==> src/rtl/core/assert_macros.svh <==
// assertion macros shared by the transcoder rtl
`ifndef ASSERT_MACROS_SVH
`define ASSERT_MACROS_SVH

// same-cycle implication, checked out of reset
`define ASSERT_IMPL(lbl, ante, cons, msg) \
  lbl: assert property (@(posedge clk) disable iff (!rst_n) (ante) |-> (cons)) \
    else $error(msg);

// next-cycle implication, checked out of reset
`define ASSERT_NEXT(lbl, ante, cons, msg) \
  lbl: assert property (@(posedge clk) disable iff (!rst_n) (ante) |=> (cons)) \
    else $error(msg);

`endif

==> src/rtl/core/u2u8_pkg.sv <==
// shared types, constants and utf-8 encode helpers for the transcoder
package u2u8_pkg;

  localparam int UnitW      = 16;
  localparam int CpW        = 21;
  localparam int QueueDepth = 2;

  localparam logic [UnitW-1:0] HighFirst = 16'hD800;
  localparam logic [UnitW-1:0] HighLast  = 16'hDBFF;
  localparam logic [UnitW-1:0] LowFirst  = 16'hDC00;
  localparam logic [UnitW-1:0] LowLast   = 16'hDFFF;
  localparam logic [CpW-1:0]   SuppBase  = 21'h10000;

  localparam logic [2:0] Len1 = 3'd1;
  localparam logic [2:0] Len2 = 3'd2;
  localparam logic [2:0] Len3 = 3'd3;
  localparam logic [2:0] Len4 = 3'd4;

  // work handed from front to back: an optional held-surrogate flush, then
  // an optional code point
  typedef struct packed {
    logic           flush;
    logic [9:0]     flush_bits;
    logic           emit;
    logic [CpW-1:0] cp;
    logic           fin;
  } job_t;

  function automatic logic [2:0] byte_count(input logic [CpW-1:0] cp);
    logic [2:0] n;
    if (cp < 21'h80)         n = Len1;
    else if (cp < 21'h800)   n = Len2;
    else if (cp < 21'h10000) n = Len3;
    else                     n = Len4;
    return n;
  endfunction

  function automatic logic [7:0] enc_byte(input logic [CpW-1:0] cp,
                                          input logic [2:0]     len,
                                          input logic [1:0]     idx);
    logic [7:0] b;
    b = 8'h00;
    case (len)
      Len1: b = {1'b0, cp[6:0]};
      Len2: begin
        case (idx)
          2'd0:    b = {3'b110, cp[10:6]};
          default: b = {2'b10, cp[5:0]};
        endcase
      end
      Len3: begin
        case (idx)
          2'd0:    b = {4'b1110, cp[15:12]};
          2'd1:    b = {2'b10, cp[11:6]};
          default: b = {2'b10, cp[5:0]};
        endcase
      end
      default: begin
        case (idx)
          2'd0:    b = {5'b11110, cp[20:18]};
          2'd1:    b = {2'b10, cp[17:12]};
          2'd2:    b = {2'b10, cp[11:6]};
          default: b = {2'b10, cp[5:0]};
        endcase
      end
    endcase
    return b;
  endfunction

endpackage

==> src/rtl/core/u2u8_ifs.sv <==
// valid/ready channel interfaces for code units in and utf-8 bytes out
interface u2u8_in_if;
  logic        valid;
  logic        ready;
  logic [15:0] code_unit;
  logic        final_unit;

  modport source (output valid, output code_unit, output final_unit, input ready);
  modport sink   (input valid, input code_unit, input final_unit, output ready);
endinterface

interface u2u8_out_if;
  logic       valid;
  logic       ready;
  logic [7:0] out_byte;
  logic       run_end;
  logic       string_end;

  modport source (output valid, output out_byte, output run_end, output string_end,
                  input ready);
  modport sink   (input valid, input out_byte, input run_end, input string_end,
                  output ready);
endinterface

==> src/rtl/core/utf16_to_utf8_transcoder.sv <==
// top level of the utf-16 to utf-8 transcoder
//
//   channel   dir   payload                           role
//   in_chan   in    code_unit[15:0], final_unit       one utf-16 code unit per transfer
//   out_chan  out   out_byte[7:0], run_end, string_end one utf-8 byte per transfer
//
// one output byte leaves per cycle from the single output register while jobs are
// queued and out_chan is not stalled; a unit causes 0 bytes (held high surrogate),
// 1 to 4, or up to 6 when a held surrogate is flushed ahead of the unit.
// in_chan takes a new unit every cycle while the job queue has room
// (QUEUE_DEPTH jobs), so bursts of short units run back to back.
// rst_n is synchronous, active low: clears held surrogate, queue and output valid.
// a stall on out_chan backs up into the queue, then drops in_chan.ready.

module utf16_to_utf8_transcoder #(
  parameter int QUEUE_DEPTH = u2u8_pkg::QueueDepth
) (
  input  logic        clk,
  input  logic        rst_n,
  u2u8_in_if.sink     in_chan,
  u2u8_out_if.source  out_chan
);

  // jobs from the classifier to the byte sequencer
  u2u8_pkg::job_t push_job, head_job;
  logic           q_push, q_full, q_pop, q_empty;

  // front: surrogate pairing and job build
  u2u8_front u_front (
    .clk     (clk),
    .rst_n   (rst_n),
    .in_chan (in_chan),
    .q_full  (q_full),
    .q_push  (q_push),
    .q_job   (push_job)
  );

  // decoupling queue so either side can stall on its own
  u2u8_queue #(
    .DEPTH (QUEUE_DEPTH)
  ) u_queue (
    .clk      (clk),
    .rst_n    (rst_n),
    .push     (q_push),
    .push_job (push_job),
    .full     (q_full),
    .pop      (q_pop),
    .head_job (head_job),
    .empty    (q_empty)
  );

  // back: utf-8 byte sequencer with registered output
  u2u8_back u_back (
    .clk      (clk),
    .rst_n    (rst_n),
    .head_job (head_job),
    .q_empty  (q_empty),
    .q_pop    (q_pop),
    .out_chan (out_chan)
  );

endmodule

==> src/rtl/core/u2u8_front.sv <==
// front end: accepts code units, tracks a held high surrogate, builds jobs
`include "assert_macros.svh"

module u2u8_front (
  input  logic              clk,
  input  logic              rst_n,
  u2u8_in_if.sink           in_chan,
  input  logic              q_full,
  output logic              q_push,
  output u2u8_pkg::job_t    q_job
);

  logic       pend_valid_r, pend_valid_nxt;
  logic [9:0] pend_bits_r,  pend_bits_nxt;
  logic       accept, is_high, is_low;
  logic [15:0] u;

  assign u       = in_chan.code_unit;
  assign is_high = (u >= u2u8_pkg::HighFirst) && (u <= u2u8_pkg::HighLast);
  assign is_low  = (u >= u2u8_pkg::LowFirst)  && (u <= u2u8_pkg::LowLast);

  assign in_chan.ready = !q_full;
  assign accept        = in_chan.valid && in_chan.ready;

  always_comb begin
    q_job          = '0;
    q_job.fin      = in_chan.final_unit;
    pend_valid_nxt = pend_valid_r;
    pend_bits_nxt  = pend_bits_r;
    if (pend_valid_r && is_low) begin
      q_job.emit     = 1'b1;
      q_job.cp       = u2u8_pkg::SuppBase + {1'b0, pend_bits_r, u[9:0]};
      pend_valid_nxt = 1'b0;
    end else begin
      q_job.flush      = pend_valid_r;
      q_job.flush_bits = pend_bits_r;
      if (is_high && !in_chan.final_unit) begin
        pend_valid_nxt = 1'b1;
        pend_bits_nxt  = u[9:0];
      end else begin
        q_job.emit     = 1'b1;
        q_job.cp       = {5'd0, u};
        pend_valid_nxt = 1'b0;
      end
    end
  end

  assign q_push = accept && (q_job.flush || q_job.emit);

  always_ff @(posedge clk) begin
    if (!rst_n) begin
      pend_valid_r <= 1'b0;
      pend_bits_r  <= '0;
    end else if (accept) begin
      pend_valid_r <= pend_valid_nxt;
      pend_bits_r  <= pend_bits_nxt;
    end
  end

  // a final unit always leaves nothing held
  `ASSERT_NEXT(a_final_clears, accept && in_chan.final_unit, !pend_valid_r, "held unit after final")

endmodule

==> src/rtl/core/u2u8_queue.sv <==
// small job queue between front and back
`include "assert_macros.svh"

module u2u8_queue #(
  parameter int DEPTH = u2u8_pkg::QueueDepth
) (
  input  logic           clk,
  input  logic           rst_n,
  input  logic           push,
  input  u2u8_pkg::job_t push_job,
  output logic           full,
  input  logic           pop,
  output u2u8_pkg::job_t head_job,
  output logic           empty
);

  localparam int PtrW = $clog2(DEPTH);
  localparam int CntW = $clog2(DEPTH + 1);
  localparam logic [PtrW-1:0] LastPtr = PtrW'(DEPTH - 1);
  localparam logic [CntW-1:0] FullCnt = CntW'(DEPTH);

  u2u8_pkg::job_t  slots [DEPTH];
  logic [PtrW-1:0] wr_ptr_r, rd_ptr_r;
  logic [CntW-1:0] count_r;

  assign full     = (count_r == FullCnt);
  assign empty    = (count_r == '0);
  assign head_job = slots[rd_ptr_r];

  always_ff @(posedge clk) begin
    if (push) begin
      slots[wr_ptr_r] <= push_job;
    end
  end

  always_ff @(posedge clk) begin
    if (!rst_n) begin
      wr_ptr_r <= '0;
      rd_ptr_r <= '0;
      count_r  <= '0;
    end else begin
      if (push) begin
        wr_ptr_r <= (wr_ptr_r == LastPtr) ? '0 : wr_ptr_r + 1'b1;
      end
      if (pop) begin
        rd_ptr_r <= (rd_ptr_r == LastPtr) ? '0 : rd_ptr_r + 1'b1;
      end
      case ({push, pop})
        2'b10:   count_r <= count_r + 1'b1;
        2'b01:   count_r <= count_r - 1'b1;
        default: count_r <= count_r;
      endcase
    end
  end

  `ASSERT_IMPL(a_no_overflow, push, !full, "push into full queue")
  `ASSERT_IMPL(a_no_underflow, pop, !empty, "pop from empty queue")

endmodule

==> src/rtl/core/u2u8_back.sv <==
// back end: walks each job one utf-8 byte per cycle into the output register while out_chan is not stalled
`include "assert_macros.svh"

module u2u8_back (
  input  logic           clk,
  input  logic           rst_n,
  input  u2u8_pkg::job_t head_job,
  input  logic           q_empty,
  output logic           q_pop,
  u2u8_out_if.source     out_chan
);

  logic       main_r;
  logic [1:0] idx_r;
  logic       valid_r;
  logic [7:0] byte_r;
  logic       run_end_r, string_end_r;

  logic                     in_flush, last_part, last_job, step;
  logic [u2u8_pkg::CpW-1:0] cur_cp;
  logic [2:0]               cur_len;
  logic [7:0]               cur_byte;

  assign in_flush  = head_job.flush && !main_r;
  assign cur_cp    = in_flush ? {5'd0, 6'b110110, head_job.flush_bits} : head_job.cp;
  assign cur_len   = in_flush ? u2u8_pkg::Len3 : u2u8_pkg::byte_count(head_job.cp);
  assign cur_byte  = u2u8_pkg::enc_byte(cur_cp, cur_len, idx_r);
  assign last_part = ({1'b0, idx_r} == cur_len - 3'd1);
  assign last_job  = last_part && (!in_flush || !head_job.emit);
  assign step      = !q_empty && (!valid_r || out_chan.ready);
  assign q_pop     = step && last_job;

  assign out_chan.valid      = valid_r;
  assign out_chan.out_byte   = byte_r;
  assign out_chan.run_end    = run_end_r;
  assign out_chan.string_end = string_end_r;

  always_ff @(posedge clk) begin
    if (!rst_n) begin
      valid_r <= 1'b0;
      main_r  <= 1'b0;
      idx_r   <= '0;
    end else begin
      if (step) begin
        valid_r <= 1'b1;
      end else if (out_chan.ready) begin
        valid_r <= 1'b0;
      end
      if (step) begin
        if (last_job) begin
          main_r <= 1'b0;
          idx_r  <= '0;
        end else if (last_part) begin
          main_r <= 1'b1;
          idx_r  <= '0;
        end else begin
          idx_r  <= idx_r + 2'd1;
        end
      end
    end
  end

  always_ff @(posedge clk) begin
    if (step) begin
      byte_r       <= cur_byte;
      run_end_r    <= last_job;
      string_end_r <= last_job && head_job.fin;
    end
  end

  // byte index never runs past the length of the sequence being sent
  `ASSERT_IMPL(a_idx_in_range, !q_empty, {1'b0, idx_r} < cur_len, "byte index overrun")

endmodule
==> src/flat_wrapper.sv <==
// flat-port wrapper written by rule: the top's interface ports become plain ports
module utf16_to_utf8_transcoder_flat 
#(
  parameter int QUEUE_DEPTH = u2u8_pkg::QueueDepth
)
  (clk, rst_n, in_chan_valid, in_chan_code_unit, in_chan_final_unit, in_chan_ready, out_chan_valid, out_chan_out_byte, out_chan_run_end, out_chan_string_end, out_chan_ready);
  u2u8_in_if in_chan_i ();
  u2u8_out_if out_chan_i ();
  input  logic clk;
  input  logic rst_n;
  input wire logic [$bits(in_chan_i.valid)-1:0] in_chan_valid;
  input wire logic [$bits(in_chan_i.code_unit)-1:0] in_chan_code_unit;
  input wire logic [$bits(in_chan_i.final_unit)-1:0] in_chan_final_unit;
  output wire logic [$bits(in_chan_i.ready)-1:0] in_chan_ready;
  output wire logic [$bits(out_chan_i.valid)-1:0] out_chan_valid;
  output wire logic [$bits(out_chan_i.out_byte)-1:0] out_chan_out_byte;
  output wire logic [$bits(out_chan_i.run_end)-1:0] out_chan_run_end;
  output wire logic [$bits(out_chan_i.string_end)-1:0] out_chan_string_end;
  input wire logic [$bits(out_chan_i.ready)-1:0] out_chan_ready;
  assign in_chan_i.valid = in_chan_valid;
  assign in_chan_i.code_unit = in_chan_code_unit;
  assign in_chan_i.final_unit = in_chan_final_unit;
  assign in_chan_ready = in_chan_i.ready;
  assign out_chan_valid = out_chan_i.valid;
  assign out_chan_out_byte = out_chan_i.out_byte;
  assign out_chan_run_end = out_chan_i.run_end;
  assign out_chan_string_end = out_chan_i.string_end;
  assign out_chan_i.ready = out_chan_ready;
  utf16_to_utf8_transcoder #(.QUEUE_DEPTH(QUEUE_DEPTH)) u_core (.clk(clk), .rst_n(rst_n), .in_chan(in_chan_i), .out_chan(out_chan_i));
endmodule
==> config.mk <==
export PLATFORM = sky130hd
export DESIGN_NAME = utf16_to_utf8_transcoder_flat
export DESIGN_NICKNAME = d
export VERILOG_FILES = /design/src/rtl/core/u2u8_pkg.sv /design/src/rtl/core/u2u8_ifs.sv /design/src/rtl/core/utf16_to_utf8_transcoder.sv /design/src/rtl/core/u2u8_front.sv /design/src/rtl/core/u2u8_queue.sv /design/src/rtl/core/u2u8_back.sv /design/src/flat_wrapper.sv
export VERILOG_INCLUDE_DIRS = /design/src /design/src/rtl/core
export SDC_FILE = /design/constraint.sdc
export NUM_CORES = 1
export LEC_CHECK = 0
export BUFFER_PORTS_ARGS = -buffer_cell sky130_fd_sc_hd__buf_2
export CAP_MARGIN = 40
export CORE_MARGIN = 4
export CORE_UTILIZATION = 50
export CTS_CLUSTER_SIZE = 20
export DETAILED_ROUTE_END_ITERATION = 8
export HOLD_SLACK_MARGIN = 0.15
export PLACE_DENSITY = 0.69
export SLEW_MARGIN = 10
export SYNTH_ARGS = -nofsm -noshare
export SYNTH_HDL_FRONTEND = slang
export SYNTH_HIERARCHICAL = 1
export SYNTH_SLANG_ARGS = --single-unit
export TNS_END_PERCENT = 1
==> constraint.sdc <==
create_clock -name clk -period 5.1 [get_ports clk]
set_input_delay 0 -clock clk [delete_from_list [all_inputs] [get_ports clk]]
set_output_delay 0 -clock clk [all_outputs]
set_load 0.03 [all_outputs]
# --- Yosys cells after proc, flatten, opt, wreduce, memory -nomap -nowiden ---
# Memories as Yosys holds them, arrays and structs flattened. A register that Yosys moved wholly into a read port is not among the register bits.
# Index checks and enable logic that the tools add are counted.
classes:
  reduce_logical: 28
  order_cmp: 7
  addsub: 7
  muxes: 27
  bitwise_logic: 1
  n_eq_ne: 9
op_table:
  columns: ["operator", "n"]
  rows:
  - ["$mux 22", 2]
  - ["$ge 16x16->1 const B", 2]
  - ["$le 16x16->1 const B", 2]
  - ["$pmux 8 s3", 1]
  - ["$add 17x20->21 const A", 1]
  - ["$lt 21x12->1 const B", 1]
  - ["$lt 21x17->1 const B", 1]
  - ["$lt 21x8->1 const B", 1]
  - ["$mux 21", 1]
  - ["$pmux 7 s3", 1]
  - ["$pmux 7 s2", 1]
  - ["$mux 1", 12]
  - ["$mux 3", 4]
  - ["$logic_and 1x1->1", 11]
  - ["$mux 11", 1]
  - ["$logic_not 1->1", 7]
  - ["$mux 7", 1]
  - ["$eq 2x2->1 const B", 3]
  - ["$eq 3x2->1 const B", 2]
  - ["$reduce_bool 2->1", 3]
  - ["$add 2x1->2 const B", 2]
  - ["$eq 2x1->1 const B", 2]
  - ["$logic_not 2->1", 2]
  - ["$mux 2", 2]
  - ["10 further kinds", 13]
totals:
  memories: 1
  ramBits: 68
  reg_bits: 29
  inputBits: 21
  wordCells: 91
mem_list:
  columns: ["memory", "depth", "word_bits", "rd", "rd_ports_with_merged_regs", "write_ports", "line", "rtl"]
  rows:
  - ["u_core.u_queue.slots", 2, 34, 1, 1, 1, "u2u8_queue.sv:22", "u2u8_pkg::job_t slots [DEPTH];"]

# --- Longest topological paths before layout ---
depth:
  depth_word: 11
  depth_mapped: 19
  depth_no_buf: 16

# --- Modules after synthesis ---
# Netlist, hierarchy kept.
by_module_without_submodules:
  columns: ["module", "area_each_um2", "cells_each", "seq_area_each_um2", "n_inst"]
  rows:
  - ["u2u8_queue", 2661.3, 128, 2142.1, 1]
  - ["u2u8_back", 1378.8, 156, 380.4, 1]
  - ["u2u8_front", 827.0, 98, 220.2, 1]

# --- Least setup slack after synthesis ---
# Ideal clock, no wire load.
synth_path:
  path_kind: "reg2reg"
  start: "register (tool-made name)"
  end: "register u_core.u_queue.count_r[1]"
  arrival_ns: 4.289
  t_required_ns: 5.030
  path_slack_ns: 0.741
  synth_period_minus_slack_ns: 4.359
  n_path_buf: 2
  stages_incl_launch_ff: 17
  setup_ns: 0.070
  cell_sequence: "dfxtp_1 buf_2 buf_2 mux2_2 or4_4 nor2_1 nand4_1 and2_1 ha_1 xnor2_1 or4_1 o31ai_2 a21oi_1 nor3_1 ha_1 or3_1 a21boi_1"
synth_rtl:
  columns: ["item", "line", "rtl"]
  rows:
  - ["end signal: assignment", "u2u8_queue.sv:49", "2'b10: count_r <= count_r + 1'b1;"]
  - ["end signal: assignment", "u2u8_queue.sv:50", "2'b01: count_r <= count_r - 1'b1;"]
  - ["end signal: assignment", "u2u8_queue.sv:51", "default: count_r <= count_r;"]
  - ["end: declaration", "u2u8_queue.sv:24", "logic [CntW-1:0] count_r;"]

==> reports/metrics.cfg <==
[global_route]
grt_pass1_wl_um=16050
antenna_found_initial=0
overflow=0
grt_usage=0.1811
grt_start_max_net_pins=36
grt_pass1_vias=3064

[detailed_routing]
drtPass1Iterations=4
drc_errors=0
num_vias=3139
avgViaCountPerCell=5.478
routedWlPerCell_um=16.82
routed_wirelength_um=9639
drtIter0Drc=210
ant_nets=0

[worst_setup_path]
path_cells=buf_4 > mux2_2 > or4_4 > nor2_1 > nand2_1 > a21oi_1 > inv_1 > ha_1 > xnor2_1 > or4_1 > o31ai_2 > a21oi_1 > nor3_1 > ha_1 > or3_1 > a21boi_1
worstReg2RegEnd=u_core/u_queue/count_r[1]$_SDFFE_PN0P_
critical_path.startpoint_type=flip-flop
arrival_ps=5020
cp_slowest_cell=dfxtp_1
cp_num_cells=16
crit_buf_inv=2
cpLargestDelayFamily=simple AND/OR/NAND/NOR gates
cp-end-kind=flip-flop
cpPeakStageDelay_ps=630
crit_required_ps=5390
r2r_cells=16
cp_max_fo=10
regToRegSetupSlack_ps=370
crit_type=flip-flop to flip-flop

[timing]
finalHoldViolations=0
clock_skew_ps=10.58
tightest_slew_ps=587.7
rsz0062_at_grt=no
fin_crit_sh=0.9279
relSlewSlack=0.5970
drv_slew=0
max_freq_mhz=211.3
fin_setup_tns_ps=0
setup_viol=0
finalCriticalPeriod_ps=4732

[cells_and_area]
most-common-layout-cells=edfxtp_1, nand2_1, mux2_2, buf_2, dlygate4sd3_1
fin_cells=573
mostFrequentLayoutCell=edfxtp_1
n_antenna_cell=0
area_growth_syn_to_layout_pct=14.88
finalNetCount=470
drive_gt1_frac=0.2455
fillers=770

[clocking]
clockBufferDepth=2
htreeDepth=3
post-cts-setup-buffers=0
cts-resized-gates=0
cts_tree=done
insertion_delay_ps=350
ctsHoldBuffers=23
cts-buffers-inserted=9
clock_sinks=98
cts-root-buf=clkbuf_8
clk_pin_slew_worst_paths_ps=90

[floorplan]
initial_core_util=0.5194
dieArea_um2=11380
die_w_um=106.7
core_region_area_um2=9371
die_h_um=106.7
row_count=35
pin_count=33

[hold_path]
min_to=u_core/u_queue/slots[1][0]$_DFFE_PP_
min_path_cells=2
hold_class=input port to flip-flop
hp-start=in_chan_final_unit

[yosys]
ys_ff_latch=98
synth.avg_cell_area_um2=12.74
synth_cells=382
synth_edf_count=78
synth-main-ff-cell=edfxtp_1
synth_nets=413
synth_cell_types=62
synth_top_area_share=0.4812
yosys_warnings=6
synthTopCellsByArea=edfxtp_1, dfxtp_1, mux2_2, mux2i_1, nand2_1
ys_seq_area_frac=0.5635
synth_top_cell_by_area=edfxtp_1
netlist_area_um2=4867
synthArstFlopShare=0

[job]
max_cap_violations=0

[placed_design]
post-dp-hpwl_um=6959
gp_congestion=0.8438
place_inst=534
io_buffers=32

[outcome]
status=finished, final reports clean

[pwr]
powerDensity_nw_per_um2=406.8
irDropWorstVdd_uv=164.0
cellLeakagePower_nw=2.019

[worst register-to-register path: cells and delay by family (launching register included)]
kind / cells / cell delay, ps
buffers and inverters: 2 / 310
XOR/XNOR: 1 / 200
adder cells (fa/ha/maj): 2 / 650
flip-flops: 1 / 630
AO/OA/AOI/OAI: 4 / 670
multiplexers: 1 / 360
AND/OR/NAND/NOR: 6 / 1850
[how the worst max path moves through the flow]
| stage | start | end |
|---|---|---|
| 2_1_floorplan | flip-flop | u_core/u_queue/count_r[1]$_SDFFE_PN0P_ |
| 3_3_place_gp | flip-flop | u_core/u_queue/count_r[1]$_SDFFE_PN0P_ |
| 3_5_place_dp | flip-flop | u_core/u_queue/count_r[1]$_SDFFE_PN0P_ |
| 4_1_cts | flip-flop | u_core/u_queue/count_r[1]$_SDFFE_PN0P_ |
| 5_1_grt | flip-flop | u_core/u_queue/count_r[1]$_SDFFE_PN0P_ |
| 6_report | flip-flop | u_core/u_queue/count_r[1]$_SDFFE_PN0P_ |
[state kept, by name, summed over array words and instances (netlist names), 2 cells and up, named ones only]
signal and flops:
u_core/u_queue/slots 68, u_core/u_queue/count_r 2, u_core/u_back/idx_r 2, u_core/u_front/pend_bits_r 10, u_core/u_back/out_chan.out_byte 8
[stage by stage]
step,hold slack [ps],worst slack [ps],instance area [um2],utilization,power [mW]
final,419.4,367.7,5592,0.5967,2.274
after global routing,386.5,68.00,5592,0.5967,2.410
after CTS,404.4,419.9,5592,0.5967,2.293
after detailed placement,226.6,454.1,5166,0.5513,1.785
after global placement,223.8,599.3,5155,0.5501,1.771
after floorplan,117.5,741.4,4867,-,1.596
[cell families (layout without fill, tap and decap cells)]
family / count (synthesis) / in the layout / synth area share
simple gates: 121 / 121 / 0.1494
flops: 98 / 98 / 0.5635
compound gates: 63 / 63 / 0.09717
mux: 55 / 55 / 0.1221
buf+inv: 29 / 91 / 0.03136
fa+ha+maj: 10 / 10 / 0.02571
xor+xnor: 6 / 6 / 0.01080
[Yosys cell counts, types with 2 or more instances]
library cell / number
a211o_1: 2
a21oi_1: 10
a22o_1: 4
a22oi_1: 2
a31oi_1: 2
and2_1: 18
and3_1: 2
buf_2: 6
buf_4: 3
buf_6: 2
clkbuf_1: 6
dfxtp_1: 20
edfxtp_1: 78
ha_1: 10
inv_1: 11
mux2_2: 35
mux2i_1: 20
nand2_1: 38
nand2b_1: 4
nand3_1: 11
nor2_1: 12
nor2b_1: 12
nor3_4: 2
nor4_1: 3
nor4_4: 3
o2111ai_1: 4
o211ai_1: 5
o21a_1: 7
o21ai_0: 6
o21bai_1: 3
o221ai_1: 3
o22ai_1: 2
or4_1: 2
or4_4: 2
xnor2_1: 5
[final cells by class]
type                       instances  area [um2]  area share
clock buffer                      12       145.1     0.02596
sequential                        98        2743      0.4905
inverter                          11       41.29    0.007384
multi-input combinational        255        1977      0.3535
timing repair buffer              64       474.2     0.08481
tap                              129       161.4     0.02887
clock inverter                     4       50.05    0.008951
[where the power goes]
group | switching [mW] | internal [mW] | leakage (nW) | total, mW
Sequential | 0.0424 | 0.992 | 0.900 | 1.03
Combinational | 0.461 | 0.281 | 1.02 | 0.742
Clock | 0.255 | 0.242 | 0.101 | 0.498
Total | 0.759 | 1.52 | 2.02 | 2.27
[metal layers]
metal  vias up  track usage  share of wire
met5         -            0              0
met4         0      0.06393          0.014
met3        11      0.02228          0.035
met2        74       0.2842           0.47
met1      1518       0.2608           0.48
li1       1536            -              -
(Power assumes the default switching activity.)
